## src/hw/rtl/l4pc_pkg.sv

```systemverilog
// ----------------------------------------------------------------------------
// l4pc_pkg
// Shared types and constants for the layer-4 port priority classifier.
// ----------------------------------------------------------------------------
`default_nettype none

package l4pc_pkg;

  localparam int MAX_PORTS   = 10;
  localparam int PORT_W      = 16;
  localparam int PORT_CNT_W  = 4;
  localparam int OFFSET_W    = 7;
  localparam int CFG_DATA_W  = 64;
  localparam int CFG_ADDR_W  = 5;
  localparam int CFG_IDX_LSB = 3;

  // header layout
  localparam logic [OFFSET_W-1:0] MAC_LAST    = 7'd13;
  localparam logic [OFFSET_W-1:0] OFF_PROTO   = 7'd9;
  localparam logic [OFFSET_W-1:0] OFF_SRC_HI  = 7'd20;
  localparam logic [OFFSET_W-1:0] OFF_SRC_LO  = 7'd21;
  localparam logic [OFFSET_W-1:0] OFF_DST_HI  = 7'd22;
  localparam logic [OFFSET_W-1:0] OFF_DST_LO  = 7'd23;
  // last byte of udp + vxlan + inner mac header
  localparam logic [OFFSET_W-1:0] TUNNEL_LAST = 7'd49;

  localparam logic [7:0]        PROTO_TCP       = 8'd6;
  localparam logic [7:0]        PROTO_UDP       = 8'd17;
  localparam logic [PORT_W-1:0] TUNNEL_UDP_PORT = 16'd4789;

  // configuration register indexes
  localparam logic [1:0] REG_PORT_COUNT = 2'd0;
  localparam logic [1:0] REG_TABLE_A    = 2'd1;
  localparam logic [1:0] REG_TABLE_B    = 2'd2;
  localparam logic [1:0] REG_TABLE_C    = 2'd3;

  typedef logic [MAX_PORTS-1:0][PORT_W-1:0] port_table_t;

  typedef struct packed {
    logic [7:0] data_byte;
    logic       frame_end;
  } in_item_t;

  typedef struct packed {
    logic high_priority;
    logic truncated;
  } out_item_t;

  typedef struct packed {
    logic [OFFSET_W-1:0] offset;
    logic                in_ip;
    logic [7:0]          protocol;
    logic [PORT_W-1:0]   src_port;
    logic [PORT_W-1:0]   dst_port;
    logic                done;
    logic                value;
  } parse_state_t;

endpackage

`default_nettype wire

```

## src/hw/rtl/l4pc_port_match.sv

```systemverilog
// ----------------------------------------------------------------------------
// l4pc_port_match
// Parallel compare of one port against the enabled priority table entries.
// ----------------------------------------------------------------------------
`default_nettype none

module l4pc_port_match (
  input  wire logic [l4pc_pkg::PORT_W-1:0]     port,
  input  wire logic [l4pc_pkg::PORT_CNT_W-1:0] port_count,
  input  wire l4pc_pkg::port_table_t           ports,
  output logic                                 hit
);
  import l4pc_pkg::*;

  // entries at or above port_count are disabled; the loop bound caps the count
  always_comb begin
    hit = 1'b0;
    for (int i = 0; i < MAX_PORTS; i++) begin
      if ((PORT_CNT_W'(i) < port_count) && (ports[i] == port)) begin
        hit = 1'b1;
      end
    end
  end

endmodule

`default_nettype wire

```

## src/hw/rtl/l4pc_parser.sv

```systemverilog
// ----------------------------------------------------------------------------
// l4pc_parser
// Per-byte header walk with vxlan restart and the end-of-frame verdict.
// ----------------------------------------------------------------------------
`default_nettype none

module l4pc_parser (
  input  wire logic                            clk,
  input  wire logic                            rst_n,
  input  wire logic                            step,
  input  wire l4pc_pkg::in_item_t              item,
  input  wire logic [l4pc_pkg::PORT_CNT_W-1:0] port_count,
  input  wire l4pc_pkg::port_table_t           ports,
  output l4pc_pkg::out_item_t                  result
);
  import l4pc_pkg::*;

  parse_state_t      state_r;
  parse_state_t      state_nxt;
  parse_state_t      work;
  logic [PORT_W-1:0] dst_full;
  logic              dst_hit;
  logic              src_hit;

  assign dst_full = {state_r.dst_port[PORT_W-1:8], item.data_byte};

  l4pc_port_match u_dst_match (
    .port       (dst_full),
    .port_count (port_count),
    .ports      (ports),
    .hit        (dst_hit)
  );

  l4pc_port_match u_src_match (
    .port       (state_r.src_port),
    .port_count (port_count),
    .ports      (ports),
    .hit        (src_hit)
  );

  always_comb begin
    work = state_r;
    if (!state_r.done) begin
      if (!state_r.in_ip) begin
        if (state_r.offset >= MAC_LAST) begin
          work.in_ip  = 1'b1;
          work.offset = '0;
        end else begin
          work.offset = state_r.offset + 1'b1;
        end
      end else begin
        unique case (state_r.offset)
          OFF_PROTO: begin
            work.protocol = item.data_byte;
            if (item.data_byte != PROTO_TCP && item.data_byte != PROTO_UDP) begin
              work.done  = 1'b1;
              work.value = 1'b0;
            end else begin
              work.offset = state_r.offset + 1'b1;
            end
          end
          OFF_SRC_HI: begin
            work.src_port = {item.data_byte, 8'h00};
            work.offset   = state_r.offset + 1'b1;
          end
          OFF_SRC_LO: begin
            work.src_port = {state_r.src_port[PORT_W-1:8], item.data_byte};
            work.offset   = state_r.offset + 1'b1;
          end
          OFF_DST_HI: begin
            work.dst_port = {item.data_byte, 8'h00};
            work.offset   = state_r.offset + 1'b1;
          end
          OFF_DST_LO: begin
            work.dst_port = dst_full;
            if (!(state_r.protocol == PROTO_UDP && dst_full == TUNNEL_UDP_PORT)) begin
              work.done  = 1'b1;
              work.value = dst_hit | src_hit;
            end else begin
              work.offset = state_r.offset + 1'b1;
            end
          end
          default: begin
            // end of the tunnel headers: inner ip header starts next byte
            if (state_r.offset >= TUNNEL_LAST) begin
              work.offset   = '0;
              work.protocol = '0;
              work.src_port = '0;
              work.dst_port = '0;
            end else begin
              work.offset = state_r.offset + 1'b1;
            end
          end
        endcase
      end
    end
  end

  always_comb begin
    result.high_priority = work.done & work.value;
    result.truncated     = ~work.done;
  end

  always_comb begin
    state_nxt = state_r;
    if (step) begin
      state_nxt = item.frame_end ? '0 : work;
    end
  end

  always_ff @(posedge clk) begin
    if (!rst_n) begin
      state_r <= '0;
    end else begin
      state_r <= state_nxt;
    end
  end

endmodule

`default_nettype wire

```

## src/hw/rtl/l4_port_priority_classifier_unit.sv

```systemverilog
// ----------------------------------------------------------------------------
// l4_port_priority_classifier_unit
// Byte-stream Ethernet classifier giving a priority verdict per frame.
// ----------------------------------------------------------------------------
// The block takes one frame byte per cycle, unless stalled as below, and
// returns one verdict transaction on the out_ channel for each byte marked
// frame_end. A byte waits in the input register, where the header walk and
// the parallel compare against up to ten table ports run, and the verdict
// for a frame_end byte is registered in the output register. The input keeps
// flowing while a verdict waits in the output register; it stalls only when
// a frame_end byte finds that register still full. The port table and count
// sit at APB byte addresses 0, 8, 16, 24 with 64-bit data and should be
// written while no frame is in flight.
`default_nettype none

module l4_port_priority_classifier_unit (
  input  wire logic                              clk,
  input  wire logic                              rst_n,
  input  wire logic                              in_valid,
  output logic                                   in_ready,
  input  wire l4pc_pkg::in_item_t                in_data,
  output logic                                   out_valid,
  input  wire logic                              out_ready,
  output l4pc_pkg::out_item_t                    out_data,
  input  wire logic                              psel,
  input  wire logic                              penable,
  input  wire logic                              pwrite,
  input  wire logic [l4pc_pkg::CFG_ADDR_W-1:0]   paddr,
  input  wire logic [l4pc_pkg::CFG_DATA_W-1:0]   pwdata,
  output logic [l4pc_pkg::CFG_DATA_W-1:0]        prdata,
  output logic                                   pready
);
  import l4pc_pkg::*;

  logic [PORT_CNT_W-1:0] port_count_r;
  logic [63:0]           table_a_r;
  logic [63:0]           table_b_r;
  logic [31:0]           table_c_r;
  port_table_t           ports;
  logic [1:0]            reg_idx;
  logic                  cfg_wr;

  logic      in_valid_r;
  in_item_t  in_item_r;
  logic      out_valid_r;
  out_item_t out_item_r;
  logic      out_free;
  logic      advance;
  out_item_t verdict;

  // configuration port
  assign pready  = 1'b1;
  assign reg_idx = paddr[CFG_IDX_LSB+1:CFG_IDX_LSB];
  assign cfg_wr  = psel & penable & pwrite;
  assign ports   = {table_c_r, table_b_r, table_a_r};

  always_ff @(posedge clk) begin
    if (!rst_n) begin
      port_count_r <= '0;
      table_a_r    <= '0;
      table_b_r    <= '0;
      table_c_r    <= '0;
    end else if (cfg_wr) begin
      unique case (reg_idx)
        REG_PORT_COUNT: port_count_r <= pwdata[PORT_CNT_W-1:0];
        REG_TABLE_A:    table_a_r    <= pwdata;
        REG_TABLE_B:    table_b_r    <= pwdata;
        REG_TABLE_C:    table_c_r    <= pwdata[31:0];
        default:        ;
      endcase
    end
  end

  always_comb begin
    unique case (reg_idx)
      REG_PORT_COUNT: prdata = CFG_DATA_W'(port_count_r);
      REG_TABLE_A:    prdata = table_a_r;
      REG_TABLE_B:    prdata = table_b_r;
      REG_TABLE_C:    prdata = CFG_DATA_W'(table_c_r);
      default:        prdata = '0;
    endcase
  end

  // byte pipeline: input register -> parse -> verdict register
  assign out_free = ~out_valid_r | out_ready;
  assign advance  = in_valid_r & (~in_item_r.frame_end | out_free);
  assign in_ready = ~in_valid_r | advance;

  always_ff @(posedge clk) begin
    if (!rst_n) begin
      in_valid_r <= 1'b0;
    end else if (in_ready) begin
      in_valid_r <= in_valid;
    end
  end

  always_ff @(posedge clk) begin
    if (in_valid && in_ready) begin
      in_item_r <= in_data;
    end
  end

  l4pc_parser u_parser (
    .clk        (clk),
    .rst_n      (rst_n),
    .step       (advance),
    .item       (in_item_r),
    .port_count (port_count_r),
    .ports      (ports),
    .result     (verdict)
  );

  // a new verdict takes priority over draining the old one
  always_ff @(posedge clk) begin
    if (!rst_n) begin
      out_valid_r <= 1'b0;
    end else if (advance && in_item_r.frame_end) begin
      out_valid_r <= 1'b1;
    end else if (out_ready) begin
      out_valid_r <= 1'b0;
    end
  end

  always_ff @(posedge clk) begin
    if (advance && in_item_r.frame_end) begin
      out_item_r <= verdict;
    end
  end

  assign out_valid = out_valid_r;
  assign out_data  = out_item_r;

endmodule

`default_nettype wire

```

## config.mk

```make
export PLATFORM = sky130hd
export DESIGN_NAME = l4_port_priority_classifier_unit
export DESIGN_NICKNAME = d
export VERILOG_FILES = /design/src/hw/rtl/l4pc_pkg.sv /design/src/hw/rtl/l4pc_port_match.sv /design/src/hw/rtl/l4pc_parser.sv /design/src/hw/rtl/l4_port_priority_classifier_unit.sv
export SDC_FILE = /design/constraint.sdc
export NUM_CORES = 1
export LEC_CHECK = 0
export ABC_AREA = 1
export BUFFER_PORTS_ARGS = -buffer_cell sky130_fd_sc_hd__buf_4
export CAP_MARGIN = 20
export CORE_MARGIN = 4
export CORE_UTILIZATION = 60
export CTS_BUF_LIST = sky130_fd_sc_hd__clkbuf_4
export CTS_CLUSTER_DIAMETER = 60
export DETAILED_ROUTE_END_ITERATION = 8
export PLACE_DENSITY = 0.81
export SLEW_MARGIN = 20
export SYNTH_ARGS = -nofsm -noshare
export SYNTH_HDL_FRONTEND = slang
export SYNTH_HIERARCHICAL = 1
export SYNTH_SLANG_ARGS = --single-unit
```

## constraint.sdc

```tcl
create_clock -name clk -period 2.2 [get_ports clk]
set_clock_uncertainty 0.1 [all_clocks]
set_input_delay 0.22 -clock clk [delete_from_list [all_inputs] [get_ports clk]]
set_output_delay 0.22 -clock clk [all_outputs]
set_load 0.01 [all_outputs]
```

* Word-level counts from Yosys, hierarchy flattened
Cells that the tools add are included.
** Word-level totals
- Output and inout port bits :: 69
- Logic and storage cells :: 169
- Bits in registers :: 219
** Operators by class
- Reductions and logical operators :: 45
- Bitwise logic cells :: 12
- $add $sub $neg :: 1
- Order comparisons :: 12
- Multiplexer cells :: 41
- Eq/ne operators :: 40
** Operators with widths (count)
- $eq A16 B16 Y1 :: 20
- $pmux W64 S4 :: 1
- $mux W50 :: 2
- $pmux W16 S3 :: 2
- $mux W42 :: 1
- $mux W40 :: 1
- $mux W7 :: 5
- $eq A7 B5 Y1 const B :: 4
- $logic_and A1 B1 Y1 :: 24
- $mux W1 :: 24
- $pmux W7 S3 :: 1
- $eq A16 B13 Y1 const B :: 1
- $lt A3 B4 Y1 const A :: 4
- $pmux W8 S2 :: 1
- $reduce_and A6 Y1 :: 2
- $reduce_and A2 Y1 :: 5
- $reduce_and A5 Y1 :: 2
- $reduce_bool A3 Y1 :: 3
- $reduce_or A3 Y1 :: 3
- $eq A8 B5 Y1 const B :: 1
- $lt A1 B4 Y1 const A :: 2
- $lt A2 B4 Y1 const A :: 2
- $lt A4 B4 Y1 const A :: 2
- $ne A4 B4 Y1 const B :: 2
- other kinds (20) :: 36

* Depth between registers and ports, before layout
Gate-level depths: netlist (run 1).
- Depth in word-level cells :: 18
- Depth in mapped cells :: 19
- Mapped depth without buffers :: 18

* Modules after synthesis
Netlist (run 1), hierarchy kept.
** Modules (own cells, without submodules)
- l4_port_priority_classifier_unit :: area each 8237.9 um^2, times used 1, cells each 1246, seq. area each 3653.5 um^2
- l4pc_port_match :: area each 2396.0 um^2, times used 2, cells each 424, seq. area each 0.0 um^2
- l4pc_parser :: area each 2397.3 um^2, times used 1, cells each 389, seq. area each 840.8 um^2

* Worst setup path before layout (run 1)
OpenSTA, ideal clock, no wires.
- Kind :: register to register
- From :: register in_item_r[6] (netlist name)
- To :: register out_item_r, in the netlist out_data[1], data pin
- Cell stages (with the launch flop) :: 20
- Library setup time :: 260 ps
- Data arrival time :: 1610 ps
- Required time :: 1840 ps
- Slack :: 231 ps
- Buffers on the path :: 1
- Clock period less this slack :: 1969 ps
- Cells stage by stage :: edfxtp_1 buf_6 inv_4 nand2_1 o21ai_0 nor2_1 nand2_1 nor2_1 nand3_1 nand2_1 nor2_1 nand2_1 nor2_1 nand2_1 o21ai_0 nand2_1 nand2_1 nand2_1 nand2_1 nor2_1
** RTL lines
- start, declared :: RTL line l4_port_priority_classifier_unit.sv:44 : in_item_t in_item_r;
- start signal, assigned :: RTL line l4_port_priority_classifier_unit.sv:99 : in_item_r <= in_data;
- end signal, assigned :: RTL line l4_port_priority_classifier_unit.sv:126 : out_item_r <= verdict;
- end, declared :: RTL line l4_port_priority_classifier_unit.sv:46 : out_item_t out_item_r;

==> run metrics, run 1 <==
post-synth top area share=26.99%; CP Data Arrival Time=2.91 ns; Mapped Avg Cell Area=6.213 um2; class of the worst hold path=in2reg; Die ar.=0.02834 mm2; Logic pwr share=21.3%; initial core utilization=61.09%; synthesized net count=2,572; Net Sw Power=3.253 mW; initial antenna violation count=1; DR iter-0 viols=2,900; crit-path max FO=5; fin crit period=2.543 ns; Final Hold Fails=0; port bufs=149; Clock Sinks=219; P_int=6.874 mW; Final setup viols=4; outcome=finished, violations left; CTS root buf=clkbuf_4; Clk pwr share=36.8%; layout cells sized above 1=21.41%; vias per inst=5.834; Die Wd=168.4 um; core area=0.02525 mm2; Main synth FF type=dfxtp_1; GRT Overall Usage=43.54%; per-cell routed wire length=19.94 um; worst r2r src=in_item_r[5]$_DFFE_PP_; max-cap violations=0; routability cong.=1.042; violated checks=DRC, setup timing; worst hold stages=6; worst reg2reg endpoint=out_data[1]$_DFFE_PP_; P per Cell Area=495.4 mW/mm2; Post-synth EDFFs=11; hold slack=0.01789 ns; DR vias=19,350; Synth Instances=2,483; Fillers=1,634; Tcrit/Tclk final=115.6%; Critical Path Most Common Cell=nand2_1; Sw Share=32.12%; Pleak=9.813 nW; Worst setup EP type=register; Final Instance Count excl. Fillers=3,316; RSZ-0062 raised after global routing=yes; setup ws final=-0.3432 ns; Clock Path Buffers=3; Post-Route WL=66,130 um; Top Ports=154; cts bufs inserted=58; max incr delay on CP=0.43 ns; largest net degree at the start of global routing=85; top post-synthesis cells by area=dfxtp_1 27%, nand2_1 17%, nor2_1 13%; height of the die=168.4 um; Final nets=3,033; WHS Endpoint=table_a_r[2]$_SDFFE_PN0P_; first-pass GRT wire length=99,100 um; slowest cell on the critical path=edfxtp_1; Setup crit start kind=register; Post-synth top cells=712 x nand2_1, 546 x nor2_1, 240 x nand3_1; Final Max Tran Viols=0; Flop pwr share=41.8%; Worst-Margin Slew=0.6359 ns; vias in the first global route=18,530; fmax=0.3932 GHz; synth warn=6; register area share after synthesis=29.13%; total grt overflow=0; Layout area overhead=32.50%; most frequent cell after synthesis=nand2_1; # DRC=1; Req. time, crit path=2.57 ns; worst reg2reg path depth=18; Power, Total=10.13 mW; Post-Place Cells=3,113; Synth cell types=36; post-DP HPWL=41,800 um; Post-synth ARST share=0%; drt first pass iters=9; FP Rows=58; synthesized area=0.01543 mm2; H-Tree Depth=2; peak supply drop=0.4740 mV; Yosys top cell by area=dfxtp_1; crit path cell chain=buf_12 > buf_12 > xor2_1 > nor2_1 > nand2_1 > nor2_1 > nand2_1 > nand3_2 > nor2_2 > nand3_1 > nand2_1 > nand2_2 > o21ai_4 > nand2_1 > nand2_1 > nand2_1 > nand2_1 > nor2_1; CTS tree=yes; FF+latch count, synth=219; clk_lat worst skew=0.76 ns; pre-CTS WS=-0.4545 ns; Max-slew headroom=57.32%; worst hold start=paddr[4]; clk slew on worst S/H paths=0.07 ns; CP Class=reg2reg; flop2flop setup slack=-0.34 ns; post-route antenna net violation count=0
==> logic make-up after synthesis <==
family          Yosys count  synth area share, %
simple gates           1606                42.77
fa+ha+maj                 4               0.3244
other cells               1              0.02431
buf+inv                 334                11.67
compound gates           96                3.423
flops                   219                29.13
xor+xnor                223                12.66
==> cell type report <==
class                           count  area, um2  area share [%]
Antenna cell                        1      2.502         0.01224
Clock inverter                     11      53.80          0.2632
Tap cell                          330      412.9           2.020
Inverter                          207      822.0           4.022
Clock buffer                       90      675.6           3.305
Timing Repair Buffer              528       4698           22.98
Sequential cell                   219       4497           22.00
Multi-Input combinational cell   1930       9279           45.39
==> layer usage <==
metal | part of all wire, % | global-route usage (%) | routed length [um]
met1 | 36 | 53.87 | 24040
met2 | 45 | 72.13 | 30020
met3 | 12 | 9.321 | 8058
met4 | 6.1 | 21.17 | 4011
met5 | 0 | 0 | 0
==> critical path, delay by kind of cell, from the launching register on <==
kind / cells / cell delay (ns)
simple gates: 14 / 1.07
flops: 1 / 0.43
compound gates: 1 / 0.19
xor+xnor: 1 / 0.19
buf+inv: 2 / 0.31
==> power by group through the flow <==
stage	Sequential (mW)	Combinational (mW)	Clock, mW
global placement	4.31	1.80	0
CTS	4.23	1.98	3.69
finish	4.24	2.16	3.73
global route	4.24	2.29	3.93
floorplan	4.27	1.15	0
detailed placement	4.31	1.84	0
==> through the flow <==
step | setup TNS [ns] | instance area (um2) | util [%]
final | -0.5853 | 20440 | 80.94
after CTS | -6.480 | 20160 | 79.82
after global placement | -0.9210 | 18490 | 73.22
after floorplan | 0 | 15430 | -
after detailed placement | -0.8583 | 18490 | 73.22
after global routing | -1.778 | 20440 | 80.94
==> state kept, by name, summed over array words and instances (netlist names) <==
register           flops
out_valid              1
table_a_r             64
table_c_r             32
u_parser/dst_full      8
u_parser/state_r      34
port_count_r           4
in_valid_r             1
out_data               2
table_b_r             64
in_item_r              9
==> layout by cell type, fill, tap and decap left out, types with 17 or more instances in the layout <==
cell           instances
clkbuf_4              90
nor2_2                22
xnor2_1              137
buf_12                38
dfxtp_1              206
nand3_1              234
nand4_1               53
inv_1                169
a21oi_1               17
nor3_1                24
nor2_1               534
o21ai_0               52
xor2_1                83
inv_2                 29
buf_4                395
dlygate4sd3_1         89
nand2_1              706
==> worst max path at each step <==
stage,from,to,slack (ns),cells past startpoint
floorplan,in_item_r[6]$_DFFE_PP_,out_data[1]$_DFFE_PP_,0.23,19
global placement,in_item_r[8]$_DFFE_PP_,out_data[1]$_DFFE_PP_,-0.51,19
detailed placement,in_item_r[8]$_DFFE_PP_,out_data[1]$_DFFE_PP_,-0.45,19
CTS,in_item_r[7]$_DFFE_PP_,out_data[1]$_DFFE_PP_,-0.24,18
global route,in_item_r[7]$_DFFE_PP_,out_data[1]$_DFFE_PP_,-0.41,17
finish,in_item_r[5]$_DFFE_PP_,out_data[1]$_DFFE_PP_,-0.34,18
==> repair_timing <==
action | in CTS | in global routing
setup buffers | 1 | 12
gates resized for setup | 19 | 47
pin swaps | 9 | 31
endpoints found under the setup margin | 3 | 105
hold buffers | 89 | 2
endpoints found under the hold margin | 196 | 1
gates cloned | 0 | 1
Note: power is estimated with default switching activity, not from simulation.
==> inputs of run 2 (changes only) <==
==> constraint.sdc (replaced) <==
create_clock -name clk -period 2.2 [get_ports clk]
set_clock_uncertainty 0.1 [all_clocks]
set_input_delay 0.33 -clock clk [delete_from_list [all_inputs] [get_ports clk]]
set_output_delay 0.33 -clock clk [all_outputs]
set_load 0.01 [all_outputs]
==> run 2 against run 1 <==
  * The run ends with setup timing left
  * Combinational power fell by 3%
  * Clock power is 4% higher
  * Cell count up 0.21%
  * Core utilization shrank 0.31 points
  * Via count fell by 2.8%
  * Sequential cell count is the same
  * Final area is 0.39% lower
  * Worst setup slack improved by 0.041 ns
  * Hold slack better by 0.070 ns
  * Register-to-register slack gained 0.04 ns
  * Sequential power barely moved
  * Critical path type unchanged
==> run metrics, run 2 (same netlist as run 1, synthesis figures left out) <==
CTS root buf=clkbuf_4; RSZ-0062 raised after global routing=yes; fmax=0.3996 GHz; Fillers=1,652; Clock Sinks=219; setup ws final=-0.3024 ns; Max-slew headroom=59.38%; worst hold stages=6; met3 Resource Use GR=7.584%; flop2flop setup slack=-0.30 ns; clk_lat worst skew=0.74 ns; Final setup viols=2; Power, Total=10.20 mW; Pleak=9.832 nW; Tcrit/Tclk final=113.7%; largest net degree at the start of global routing=92; worst reg2reg endpoint=out_data[1]$_DFFE_PP_; fin crit period=2.502 ns; initial core utilization=61.09%; DR iter-0 viols=2,309; gr busiest metal=met2; M2 GR Usage=69.79%; total grt overflow=0; Post-Route WL=62,590 um; Final Hold Fails=0; Clock Path Buffers=3; FP Rows=58; first-pass GRT wire length=96,920 um; core area=0.02525 mm2; # DRC=0; Die ar.=0.02834 mm2; worst hold start=paddr[3]; clk slew on worst S/H paths=0.08 ns; CTS tree=yes; Final nets=3,034; cts bufs inserted=60; Setup crit start kind=register; class of the worst hold path=in2reg; crit-path max FO=5; peak supply drop=0.4504 mV; fin util=80.63%; WHS Endpoint=port_count_r[1]$_SDFFE_PN0P_; hold slack=0.08814 ns; commonest non-fill, non-tap cell in the layout=nand2_1; Worst setup EP type=register; post-route antenna net violation count=0; drt first pass iters=7; Worst-Margin Slew=0.6053 ns; Final Max Tran Viols=0; worst reg2reg path depth=18; DR vias=18,810; outcome=finished, violations left; per-cell routed wire length=18.84 um; initial antenna violation count=1; CP Class=reg2reg; Largest regs=table_a_r x64, table_b_r x64, u_parser/state_r x34; vias in the first global route=18,100; layout cells sized above 1=21.40%; max-cap violations=0; vias per inst=5.662; routability cong.=1.086; worst r2r src=in_item_r[3]$_DFFE_PP_; port bufs=149; Layout area overhead=31.99%; H-Tree Depth=2; met1 usage=53.45%; CP Data Arrival Time=2.86 ns; P per Cell Area=500.8 mW/mm2; height of the die=168.4 um; GRT Overall Usage=42.54%; violated checks=setup timing; most frequent cells in the layout=707 x nand2_1, 537 x nor2_1, 407 x buf_4; Top Ports=154; post-DP HPWL=42,020 um; Die Wd=168.4 um; Req. time, crit path=2.56 ns
-- run 2: cell count changes in the layout (fill, tap and decap cells not counted), moves of 3 or more --
cell / previous run / this run
nor2_1: 534 / 537
clkinv_1: 5 / 11
nor2_2: 22 / 19
buf_6: 5 / 8
o21ai_0: 52 / 59
buf_4: 395 / 407
nand3_2: 8 / 5
clkbuf_4: 90 / 93
o21ai_1: 9 / 4
dlygate4sd3_1: 89 / 79
buf_12: 38 / 33
inv_8: 3 / 0
-- run 2: timing repair --
action	in CTS	in global routing
pin swaps	8	10
resized for setup	26	19
hold buffers	79	0
endpoints found under the setup margin	4	42
buffers inserted	5	0
endpoints found under the hold margin	175	0
-- run 2: stage by stage --
| stage | instance area, um2 | setup TNS [ns] | cells | setup WS [ns] |
|---|---|---|---|---|
| 6_report | 20360 | -0.5236 | 3323 | -0.3024 |
| 5_1_grt | 20360 | -1.718 | 3323 | -0.4176 |
| 4_1_cts | 20300 | -0.3447 | 3321 | -0.2009 |
| 3_5_place_dp | 18610 | -0.8227 | 3130 | -0.4630 |
| 3_3_place_gp | 18610 | -0.8608 | 3130 | -0.4847 |
| 2_1_floorplan | 15430 | 0 | 2483 | 0.2305 |
-- run 2: how the worst max path moves through the flow --
stage | startpoint | to | slack [ns] | cells after the start
CTS | in_item_r[3]$_DFFE_PP_ | out_data[1]$_DFFE_PP_ | -0.20 | 16
global route | in_item_r[3]$_DFFE_PP_ | out_data[1]$_DFFE_PP_ | -0.42 | 18
finish | in_item_r[3]$_DFFE_PP_ | out_data[1]$_DFFE_PP_ | -0.30 | 18
global placement | in_item_r[3]$_DFFE_PP_ | out_data[1]$_DFFE_PP_ | -0.48 | 19
floorplan | in_item_r[6]$_DFFE_PP_ | out_data[1]$_DFFE_PP_ | 0.23 | 19
detailed placement | in_item_r[3]$_DFFE_PP_ | out_data[1]$_DFFE_PP_ | -0.46 | 19
-- run 2: cell type report --
type / count / area [um2] / area share, %
multi-input cells: 1930 / 9256 / 45.46
repair buffers: 527 / 4597 / 22.58
flip-flops and latches: 219 / 4498 / 22.09
inverters: 207 / 804.5 / 3.951
clock buffers: 93 / 698.2 / 3.429
well taps: 330 / 412.9 / 2.028
clock inverters: 15 / 90.09 / 0.4424
diodes: 2 / 5.005 / 0.02458
-- run 2: power by group --
part	switching [mW]	internal, mW	leakage [nW]
Combinational	1.19	0.904	7.57
Clock	1.85	2.03	0.471
Sequential	0.129	4.09	1.79
Total	3.17	7.02	9.83
-- run 2: critical path: stages, from the launching register on --
cell and delay [ns]:
edfxtp_1 0.52, inv_2 0.21, nand2_1 0.08, nand2_1 0.07, nor2_1 0.05, nand2_1 0.07
nor2_1 0.06, nand2_1 0.08, nand3_2 0.10, nor2_1 0.11, nand3_1 0.07, nand2_1 0.09
nand2_2 0.07, o21ai_4 0.21, nand2_1 0.08, nand2_1 0.08, nand2_2 0.08, nand2_2 0.09
nor2_2 0.04
-- run 2: routing by layer --
metal / up-vias / part of all wire [%]
met5: - / 0
met3: 332 / 11
li1: 8631 / -
met1: 8508 / 37
met4: 0 / 6.3
met2: 1343 / 45
